$ cat config.mk
export PLATFORM = sky130hd
export DESIGN_NAME = load_cell_force_conditioner_core
export DESIGN_NICKNAME = d
export VERILOG_FILES = /design/src/rtl/lcfc_pkg.sv /design/src/rtl/lcfc_div.sv /design/src/rtl/lcfc_dp.sv /design/src/rtl/lcfc_ctrl.sv /design/src/rtl/load_cell_force_conditioner_core.sv
export SDC_FILE = /design/constraint.sdc
export NUM_CORES = 2
export LEC_CHECK = 0
export BUFFER_PORTS_ARGS = -buffer_cell sky130_fd_sc_hd__buf_2
export CAP_MARGIN = 25
export CORE_UTILIZATION = 40
export CTS_CLUSTER_DIAMETER = 150
export CTS_CLUSTER_SIZE = 8
export DETAILED_ROUTE_END_ITERATION = 10
export GPL_TIMING_DRIVEN = 0
export PLACE_DENSITY = 0.61
export SLEW_MARGIN = 20
export SYNTH_ARGS = -nofsm -noshare
export SYNTH_HDL_FRONTEND = slang
export SYNTH_SLANG_ARGS = --single-unit
$ cat constraint.sdc
create_clock -name clk_i -period 10.3 [get_ports clk_i]
set_input_delay 0.515 -clock clk_i [delete_from_list [all_inputs] [get_ports clk_i]]
set_output_delay 0.515 -clock clk_i [all_outputs]
set_load 0.02 [all_outputs]
$ cat src/rtl/lcfc_pkg.sv
// Shared types and constants of the load-cell force conditioner.
package lcfc_pkg;

  localparam int unsigned DivWidth = 50;
  localparam int unsigned DivSteps = DivWidth / 2;
  localparam int unsigned DivCntWidth = $clog2(DivSteps);
  localparam int unsigned CfgIdxWidth = 2;

  localparam logic [2:0] ModeSample = 3'd0;
  localparam logic [2:0] ModeCaptureZero = 3'd1;
  localparam logic [2:0] ModeClearZero = 3'd2;
  localparam logic [2:0] ModeResetFilter = 3'd3;
  localparam logic [2:0] ModeHwTare = 3'd4;

  localparam logic [1:0] StatusOk = 2'd0;
  localparam logic [1:0] StatusCalZero = 2'd1;
  localparam logic [1:0] StatusOverflow = 2'd2;

  localparam logic [CfgIdxWidth-1:0] CfgAdcOffset = 2'd0;
  localparam logic [CfgIdxWidth-1:0] CfgCountsPerNewton = 2'd1;
  localparam logic [CfgIdxWidth-1:0] CfgFilterAlpha = 2'd2;
  localparam logic [CfgIdxWidth-1:0] CfgDeadband = 2'd3;

  localparam logic [23:0] AdcOffsetReset = 24'd0;
  localparam logic [31:0] CountsPerNewtonReset = 32'd2560000;
  localparam logic [16:0] FilterAlphaReset = 17'd32768;
  localparam logic [30:0] DeadbandReset = 31'd1311;
  localparam logic [16:0] AlphaOne = 17'd65536;

  typedef struct packed {
    logic [2:0]         mode;
    logic signed [23:0] sample;
    logic [31:0]        time_ms;
  } in_t;

  typedef struct packed {
    logic [1:0]         status;
    logic signed [31:0] force_res;
    logic signed [31:0] raw_force;
    logic [31:0]        stamp;
  } out_t;

  typedef struct packed {
    logic load;
    logic div_start;
    logic check;
    logic zero;
    logic mult;
    logic update;
    logic write;
  } dp_cmd_t;

  typedef struct packed {
    logic need_div;
    logic div_done;
    logic filt_go;
    logic out_free;
  } dp_stat_t;

endpackage

$ cat src/rtl/lcfc_div.sv
// Radix-4 restoring divider for the force scaling, two quotient bits per cycle.
module lcfc_div (
  input  logic                               clk_i,
  input  logic                               rst_ni,
  input  logic                               start_i,
  input  logic [lcfc_pkg::DivWidth-1:0]      dividend_i,
  input  logic [31:0]                        divisor_i,
  output logic                               done_o,
  output logic [lcfc_pkg::DivWidth-1:0]      quot_o
);

  logic                               busy_q;
  logic                               done_q;
  logic [lcfc_pkg::DivCntWidth-1:0]   cnt_q;
  logic [lcfc_pkg::DivWidth-1:0]      num_q, num_d;
  logic [31:0]                        rem_q, rem_d;
  logic [32:0]                        t1, t2;
  logic [31:0]                        r1;
  logic                               ge1, ge2;

  always_comb begin
    t1 = {rem_q, num_q[lcfc_pkg::DivWidth-1]};
    ge1 = t1 >= {1'b0, divisor_i};
    r1 = ge1 ? 32'(t1 - {1'b0, divisor_i}) : t1[31:0];
    t2 = {r1, num_q[lcfc_pkg::DivWidth-2]};
    ge2 = t2 >= {1'b0, divisor_i};
    rem_d = ge2 ? 32'(t2 - {1'b0, divisor_i}) : t2[31:0];
    num_d = {num_q[lcfc_pkg::DivWidth-3:0], ge1, ge2};
  end

  always_ff @(posedge clk_i or negedge rst_ni) begin
    if (!rst_ni) begin
      busy_q <= 1'b0;
      done_q <= 1'b0;
      cnt_q <= '0;
    end else begin
      done_q <= 1'b0;
      if (start_i) begin
        busy_q <= 1'b1;
        cnt_q <= '0;
      end else if (busy_q) begin
        cnt_q <= cnt_q + 1'b1;
        if (cnt_q == lcfc_pkg::DivCntWidth'(lcfc_pkg::DivSteps - 1)) begin
          busy_q <= 1'b0;
          done_q <= 1'b1;
        end
      end
    end
  end

  always_ff @(posedge clk_i) begin
    if (start_i) begin
      num_q <= dividend_i;
      rem_q <= '0;
    end else if (busy_q) begin
      num_q <= num_d;
      rem_q <= rem_d;
    end
  end

  assign done_o = done_q;
  assign quot_o = num_q;

endmodule

$ cat src/rtl/lcfc_dp.sv
// Datapath: configuration, scaling, zeroing, filter, deadband and result register.
module lcfc_dp (
  input  logic                              clk_i,
  input  logic                              rst_ni,
  input  logic                              cfg_we_i,
  input  logic [lcfc_pkg::CfgIdxWidth-1:0]  cfg_idx_i,
  input  logic [31:0]                       cfg_data_i,
  input  lcfc_pkg::in_t                     in_i,
  input  lcfc_pkg::dp_cmd_t                 cmd_i,
  output lcfc_pkg::dp_stat_t                stat_o,
  input  logic                              out_ready_i,
  output logic                              out_valid_o,
  output lcfc_pkg::out_t                    out_o
);

  logic [23:0]                    adc_offset_q;
  logic [31:0]                    cpn_q;
  logic [16:0]                    alpha_q;
  logic [30:0]                    deadband_q;

  logic [2:0]                     mode_q;
  logic [23:0]                    sample_q;
  logic [31:0]                    time_q;
  logic [1:0]                     status_q;
  logic [31:0]                    raw_q;
  logic [31:0]                    zeroed_q;
  logic signed [50:0]             prod_q;
  logic [31:0]                    filt_q;
  logic                           primed_q;
  logic [31:0]                    zp_q;
  logic                           out_valid_q;
  lcfc_pkg::out_t                 out_q;

  logic                           in_scale;
  logic                           scale_mode;
  logic [24:0]                    diff;
  logic [24:0]                    mag;
  logic                           div_done;
  logic [lcfc_pkg::DivWidth-1:0]  quot;
  logic                           ovf;
  logic [32:0]                    zsum;
  logic signed [32:0]             delta;
  logic [16:0]                    alpha_c;
  logic signed [50:0]             rnd;
  logic signed [34:0]             inc;
  logic [35:0]                    fsum;
  logic [31:0]                    filt_d;
  logic [31:0]                    fmag;
  logic                           sample_ok;

  assign in_scale = (in_i.mode == lcfc_pkg::ModeSample) ||
                    (in_i.mode == lcfc_pkg::ModeCaptureZero);
  assign scale_mode = (mode_q == lcfc_pkg::ModeSample) ||
                      (mode_q == lcfc_pkg::ModeCaptureZero);
  assign sample_ok = (mode_q == lcfc_pkg::ModeSample) && (status_q == lcfc_pkg::StatusOk);

  assign diff = {sample_q[23], sample_q} - {adc_offset_q[23], adc_offset_q};
  assign mag = diff[24] ? 25'(~diff + 25'd1) : diff;

  lcfc_div u_div (
    .clk_i      (clk_i),
    .rst_ni     (rst_ni),
    .start_i    (cmd_i.div_start),
    .dividend_i ({1'b0, mag, 24'd0}),
    .divisor_i  (cpn_q),
    .done_o     (div_done),
    .quot_o     (quot)
  );

  always_comb begin
    if (diff[24]) begin
      ovf = (|quot[49:32]) || (quot[31] && (|quot[30:0]));
    end else begin
      ovf = |quot[49:31];
    end
    zsum = {raw_q[31], raw_q} - {zp_q[31], zp_q};
    delta = $signed({zeroed_q[31], zeroed_q}) - $signed({filt_q[31], filt_q});
    alpha_c = (alpha_q > lcfc_pkg::AlphaOne) ? lcfc_pkg::AlphaOne : alpha_q;
    rnd = prod_q + 51'sd32768;
    inc = rnd[50:16];
    fsum = {{4{filt_q[31]}}, filt_q} + {inc[34], inc};
    if (fsum[35:31] == 5'b00000 || fsum[35:31] == 5'b11111) begin
      filt_d = fsum[31:0];
    end else begin
      filt_d = fsum[35] ? 32'h8000_0000 : 32'h7fff_ffff;
    end
    fmag = filt_q[31] ? 32'(~filt_q + 32'd1) : filt_q;
  end

  always_ff @(posedge clk_i or negedge rst_ni) begin
    if (!rst_ni) begin
      adc_offset_q <= lcfc_pkg::AdcOffsetReset;
      cpn_q <= lcfc_pkg::CountsPerNewtonReset;
      alpha_q <= lcfc_pkg::FilterAlphaReset;
      deadband_q <= lcfc_pkg::DeadbandReset;
      zp_q <= '0;
      filt_q <= '0;
      primed_q <= 1'b0;
      out_valid_q <= 1'b0;
    end else begin
      if (cfg_we_i) begin
        unique case (cfg_idx_i)
          lcfc_pkg::CfgAdcOffset: adc_offset_q <= cfg_data_i[23:0];
          lcfc_pkg::CfgCountsPerNewton: cpn_q <= cfg_data_i;
          lcfc_pkg::CfgFilterAlpha: alpha_q <= cfg_data_i[16:0];
          lcfc_pkg::CfgDeadband: deadband_q <= cfg_data_i[30:0];
          default: ;
        endcase
      end
      if (cmd_i.update) begin
        if (!primed_q) begin
          filt_q <= zeroed_q;
          primed_q <= 1'b1;
        end else begin
          filt_q <= filt_d;
        end
      end
      if (cmd_i.write) begin
        out_valid_q <= 1'b1;
        if (mode_q == lcfc_pkg::ModeCaptureZero && status_q == lcfc_pkg::StatusOk) begin
          zp_q <= raw_q;
          filt_q <= '0;
          primed_q <= 1'b0;
        end else if (mode_q == lcfc_pkg::ModeClearZero || mode_q == lcfc_pkg::ModeHwTare) begin
          zp_q <= '0;
          filt_q <= '0;
          primed_q <= 1'b0;
        end else if (mode_q == lcfc_pkg::ModeResetFilter) begin
          filt_q <= '0;
          primed_q <= 1'b0;
        end
      end else if (out_ready_i) begin
        out_valid_q <= 1'b0;
      end
    end
  end

  always_ff @(posedge clk_i) begin
    if (cmd_i.load) begin
      mode_q <= in_i.mode;
      sample_q <= in_i.sample;
      time_q <= in_i.time_ms;
      raw_q <= '0;
      status_q <= (in_scale && cpn_q == 32'd0) ? lcfc_pkg::StatusCalZero : lcfc_pkg::StatusOk;
    end
    if (cmd_i.check) begin
      if (ovf) begin
        status_q <= lcfc_pkg::StatusOverflow;
        raw_q <= diff[24] ? 32'h8000_0000 : 32'h7fff_ffff;
      end else begin
        raw_q <= diff[24] ? 32'(~quot[31:0] + 32'd1) : quot[31:0];
      end
    end
    if (cmd_i.zero) begin
      if (zsum[32] == zsum[31]) begin
        zeroed_q <= zsum[31:0];
      end else begin
        zeroed_q <= zsum[32] ? 32'h8000_0000 : 32'h7fff_ffff;
      end
    end
    if (cmd_i.mult) begin
      prod_q <= $signed({1'b0, alpha_c}) * delta;
    end
    if (cmd_i.write) begin
      out_q.status <= status_q;
      out_q.raw_force <= raw_q;
      out_q.stamp <= (status_q == lcfc_pkg::StatusOk) ? time_q : 32'd0;
      if (sample_ok && !(fmag < {1'b0, deadband_q})) begin
        out_q.force_res <= filt_q;
      end else begin
        out_q.force_res <= '0;
      end
    end
  end

  assign stat_o.need_div = scale_mode && (status_q == lcfc_pkg::StatusOk);
  assign stat_o.div_done = div_done;
  assign stat_o.filt_go = sample_ok;
  assign stat_o.out_free = !out_valid_q || out_ready_i;

  assign out_valid_o = out_valid_q;
  assign out_o = out_q;

endmodule

$ cat src/rtl/lcfc_ctrl.sv
// Controller state machine that sequences one item through the datapath.
module lcfc_ctrl (
  input  logic                clk_i,
  input  logic                rst_ni,
  input  logic                in_valid_i,
  output logic                in_ready_o,
  input  lcfc_pkg::dp_stat_t  stat_i,
  output lcfc_pkg::dp_cmd_t   cmd_o
);

  typedef enum logic [2:0] {
    StIdle,
    StStart,
    StDiv,
    StCheck,
    StZero,
    StMult,
    StUpdate,
    StWrite
  } state_e;

  state_e state_q;

  always_ff @(posedge clk_i or negedge rst_ni) begin
    if (!rst_ni) begin
      state_q <= StIdle;
    end else begin
      unique case (state_q)
        StIdle: if (in_valid_i) state_q <= StStart;
        StStart: state_q <= stat_i.need_div ? StDiv : StWrite;
        StDiv: if (stat_i.div_done) state_q <= StCheck;
        StCheck: state_q <= StZero;
        StZero: state_q <= stat_i.filt_go ? StMult : StWrite;
        StMult: state_q <= StUpdate;
        StUpdate: state_q <= StWrite;
        StWrite: if (stat_i.out_free) state_q <= StIdle;
        default: state_q <= StIdle;
      endcase
    end
  end

  always_comb begin
    cmd_o = '0;
    cmd_o.load = (state_q == StIdle) && in_valid_i;
    cmd_o.div_start = (state_q == StStart) && stat_i.need_div;
    cmd_o.check = state_q == StCheck;
    cmd_o.zero = state_q == StZero;
    cmd_o.mult = state_q == StMult;
    cmd_o.update = state_q == StUpdate;
    cmd_o.write = (state_q == StWrite) && stat_i.out_free;
  end

  assign in_ready_o = state_q == StIdle;

endmodule

$ cat src/rtl/load_cell_force_conditioner_core.sv
// Top level of the load-cell force conditioner.
// Each item carries a mode, an averaged ADC reading and a timestamp, and yields
// exactly one result item. A sample item with a nonzero calibration passes
// through the start, divide, check, zero, multiply, update and write steps;
// a zero-capture item or an overflowing sample skips the multiply and update
// steps. The 25-step radix-4 divider scales the offset-removed reading by
// the counts-per-newton calibration. All other items go from the start step
// straight to the write step. The next item is accepted in the cycle after
// the result is written. One item is processed at a time. A finished result
// waits in an output register, so the next item can be accepted while it is
// held. A result that finds the output register still full waits in the
// write step until the receiver takes the older one. Configuration writes
// take effect at once and must only be issued while the block is idle.
module load_cell_force_conditioner_core (
  input  logic                              clk_i,
  input  logic                              rst_ni,
  input  logic                              in_valid_i,
  output logic                              in_ready_o,
  input  lcfc_pkg::in_t                     in_i,
  output logic                              out_valid_o,
  input  logic                              out_ready_i,
  output lcfc_pkg::out_t                    out_o,
  input  logic                              cfg_we_i,
  input  logic [lcfc_pkg::CfgIdxWidth-1:0]  cfg_idx_i,
  input  logic [31:0]                       cfg_data_i
);

  lcfc_pkg::dp_cmd_t  cmd;
  lcfc_pkg::dp_stat_t stat;

  lcfc_ctrl u_ctrl (
    .clk_i      (clk_i),
    .rst_ni     (rst_ni),
    .in_valid_i (in_valid_i),
    .in_ready_o (in_ready_o),
    .stat_i     (stat),
    .cmd_o      (cmd)
  );

  lcfc_dp u_dp (
    .clk_i       (clk_i),
    .rst_ni      (rst_ni),
    .cfg_we_i    (cfg_we_i),
    .cfg_idx_i   (cfg_idx_i),
    .cfg_data_i  (cfg_data_i),
    .in_i        (in_i),
    .cmd_i       (cmd),
    .stat_o      (stat),
    .out_ready_i (out_ready_i),
    .out_valid_o (out_valid_o),
    .out_o       (out_o)
  );

endmodule
==> impl_metrics.ini <==
[timing]
finalCritPeriodShare = 0.979
hold_viol = 0
hold_ws_ns = 0.0424
maxSlewViolCount = 0
max-slew-margin-rel = 0.213
setup_viol = 0
period_minus_slack_ns = 10.09
fmaxAchievable_mhz = 99.1
clock_skew_ns = 0.0671
worst_pin_slew_ns = 1.17

[clock_tree]
clkLatencyLatePin_ns = 0.68
cts_buffers = 75
clk_pin_slew_ns = 0.05
htreeDepth = 3
cts_sinks = 521
cts_tree = built
cts_root_buffer = clkbuf_16
cts.path.max_buffers = 3

[job]
drv_cap = 0

[floorplanning]
die_x_um = 363
die_area_mm2 = 0.132
placementRows = 132
core_mm2 = 0.129
initial_core_util = 0.403
die-height_um = 363
io_pins = 198

[critical_path]
path_common_cell = fa_1
cp_max_fo = 8
end_kind = flip-flop
path_class = reg -> reg
r2r_cells = 33
worst_ep_arrival_time_ns = 10.46
max_stage_delay_ns = 0.72
worstSetupStartpointType = flip-flop
worst_path_max_delay_cell = xnor2_2
cp_data_required_time_ns = 10.67

[drt]
wl_per_cell_um = 22.2
vias = 42300
drt-initial-drc-count = 3329
avgViaCountPerCell = 5.51
dr.pass1.iters = 8
drcViolationCount = 0
drt_wl_total_um = 170000
detail-route-antenna-nets = 0

[grt]
grt_pass1_wl_um = 259000
grt_max_degree = 89
overflow = 0
antenna_found_initial = 11
grt_usage = 0.260
grt_pass1_vias = 42800

[logic_synthesis]
synth_top_family_by_area = adder cells
synthCells = 5560
synth_xor_area_frac = 0.0509
synthMuxAreaShare = 0.0351
ys.flop_type = edfxtp_1
syn_avg_cell_area_um2 = 9.37
syn-cell-area_mm2 = 0.0521
synthArstFlopShare = 0.345
yosysSeqAreaShare = 0.272
synth-simple-area-share = 0.144
synth-seq-cells = 521
syn_nets = 6538
synthAdderAreaFrac = 0.291
yosysWarnings = 0
synth_compound_area_frac = 0.128
synth_edf_count = 282
post_synth_num_cell_types = 93

[placement]
dpl.hpwl_um = 138000
io_buffers = 197
gp_congestion = 0.975

[worst_hold_path]
min_path_type = in -> reg
whs_path_depth = 1

[final_layout]
post_route_cells_drive_above_1_share = 0.0932
fill_cells = 12500
final_nets = 6859
synthToLayoutAreaGrowth_pct = 12.4

[run_status]
outcome = completed
## cell usage in the layout (no fill, tap or decap), types with 76 or more instances in the layout
| cell type | synthesis | layout |
|---|---|---|
| and2_1 | 129 | 129 |
| buf_2 | 10 | 209 |
| o21ai_0 | 263 | 257 |
| mux2i_1 | 77 | 77 |
| dfrtp_1 | 167 | 162 |
| inv_1 | 845 | 842 |
| fa_1 | 540 | 539 |
| a21o_1 | 113 | 113 |
| nand2_1 | 558 | 557 |
| nand3_1 | 109 | 108 |
| edfxtp_1 | 282 | 282 |
| xor2_1 | 114 | 107 |
| a21oi_1 | 236 | 230 |
| ha_1 | 340 | 340 |
| mux2_2 | 94 | 94 |
| nor3_1 | 79 | 76 |
| xnor2_1 | 189 | 173 |
| nor2_1 | 340 | 338 |
| clkbuf_1 | 200 | 239 |
| clkbuf_16 | 0 | 76 |
## path summary, 6_finish.rpt
kind                            slack, ns               endpoint           startpoint
worst max-delay path                 0.21        u_dp.prod_q[38]       u_dp.filt_q[9]
worst min-delay path                 0.04       u_dp.sample_q[9]             in_i[41]
worst max register to register       0.21        u_dp.prod_q[38]       u_dp.filt_q[9]
worst min register to register       0.47    u_dp.u_div.rem_q[8]  u_dp.u_div.rem_q[8]
max in group asynchronous            8.84        u_dp.filt_q[14]               rst_ni
min in group asynchronous            0.32  u_dp.adc_offset_q[12]               rst_ni
## metrics by stage
step / setup slack [ns] / cell area, µm² / util / instances / setup TNS (ns)
floorplan: 1.29 / 52100 / - / 5560 / 0
global placement: -2.77 / 55300 / 0.428 / 7499 / -50.59
detailed placement: -1.81 / 55700 / 0.431 / 7518 / -26.62
CTS: 0.0191 / 58300 / 0.451 / 7669 / 0
global route: -0.00184 / 58600 / 0.453 / 7678 / -0.00184
finish: 0.211 / 58600 / 0.453 / 7679 / 0
## area by class of cell
type | instances | area [µm²] | share of cell area
sequential | 521 | 14200 | 0.242
buffer | 226 | 960 | 0.0164
inverter | 845 | 3180 | 0.0542
clock buffer | 125 | 2090 | 0.0356
multi-input combinational | 3966 | 34300 | 0.585
timing repair buffer | 246 | 1560 | 0.0267
antenna | 1 | 2.50 | 0.0000427
tap | 1742 | 2180 | 0.0372
clock inverter | 7 | 154 | 0.00263
## logic make-up after synthesis
logic type / Yosys count
DFF: 521
AOI/OAI and AO/OA: 1035
and+or+nand+nor: 1566
xor gates and xnor gates: 303
muxes: 171
adders and majority gates: 891
buffers and inverters: 1073
## synthesized netlist by cell type, types with 29 or more instances
master | n | share of area
a31oi_1 | 41 | 0.0049
xor2_1 | 114 | 0.019
a221oi_1 | 32 | 0.0054
ha_1 | 340 | 0.082
nand2_1 | 558 | 0.040
a21oi_1 | 236 | 0.023
dfxtp_1 | 59 | 0.023
edfxtp_1 | 282 | 0.16
fa_1 | 540 | 0.21
a211oi_1 | 29 | 0.0042
nor3_1 | 79 | 0.0076
mux2i_1 | 77 | 0.015
nor2b_1 | 35 | 0.0042
dfrtp_1 | 167 | 0.080
o21a_1 | 46 | 0.0066
nor4_1 | 59 | 0.0071
a22o_1 | 36 | 0.0060
mux2_2 | 94 | 0.020
o21ai_0 | 263 | 0.025
o21ai_1 | 33 | 0.0032
and3_1 | 44 | 0.0053
o31ai_1 | 34 | 0.0049
nand2b_1 | 57 | 0.0068
nand3_1 | 109 | 0.010
inv_1 | 845 | 0.061
clkbuf_1 | 200 | 0.014
a21o_1 | 113 | 0.016
and2_1 | 129 | 0.015
xnor2_1 | 189 | 0.032
nand4_1 | 47 | 0.0056
nor2_1 | 340 | 0.024
## registers in the layout (all words and copies together), names as in the netlist, 2 cells and up
signal and cells:
u_dp.out_o 98, u_dp.u_div.quot_o 50, u_dp.prod_q 36, u_dp.cpn_q 32
u_dp.filt_q 32, u_dp.raw_q 32, u_dp.time_q 32, u_dp.u_div.rem_q 32
u_dp.zeroed_q 32, u_dp.zp_q 32, u_dp.deadband_q 31, u_dp.adc_offset_q 24
u_dp.sample_q 24, u_dp.alpha_q 17, u_dp.u_div.cnt_q 5, u_ctrl.state_q 3
u_dp.mode_q 3, u_dp.status_q 2
## layer usage
layer | track usage | routed length (µm)
met2 | 0.421 | 78500
met4 | 0.111 | 8020
met1 | 0.339 | 70500
met5 | 0 | 20
met3 | 0.0479 | 13400
## what timing repair did
action	CTS	global route
resized for setup	29	50
pin swaps	3	3
hold buffers	16	0
setup buffers	3	7
setup endpoints to repair	31	28
hold endpoints to repair	51	0
## worst max-delay path, delay by kind of cell, from the launching register on
kind / cells / cell delay (ns)
flops: 1 / 0.47
fa+ha+maj: 8 / 3.79
buf+inv: 7 / 0.83
xor+xnor: 2 / 0.88
compound gates: 15 / 3.72
simple gates: 1 / 0.14
Power is not shown: default switching activity piles up to over one toggle a cycle in this logic, so the estimate is an artifact.
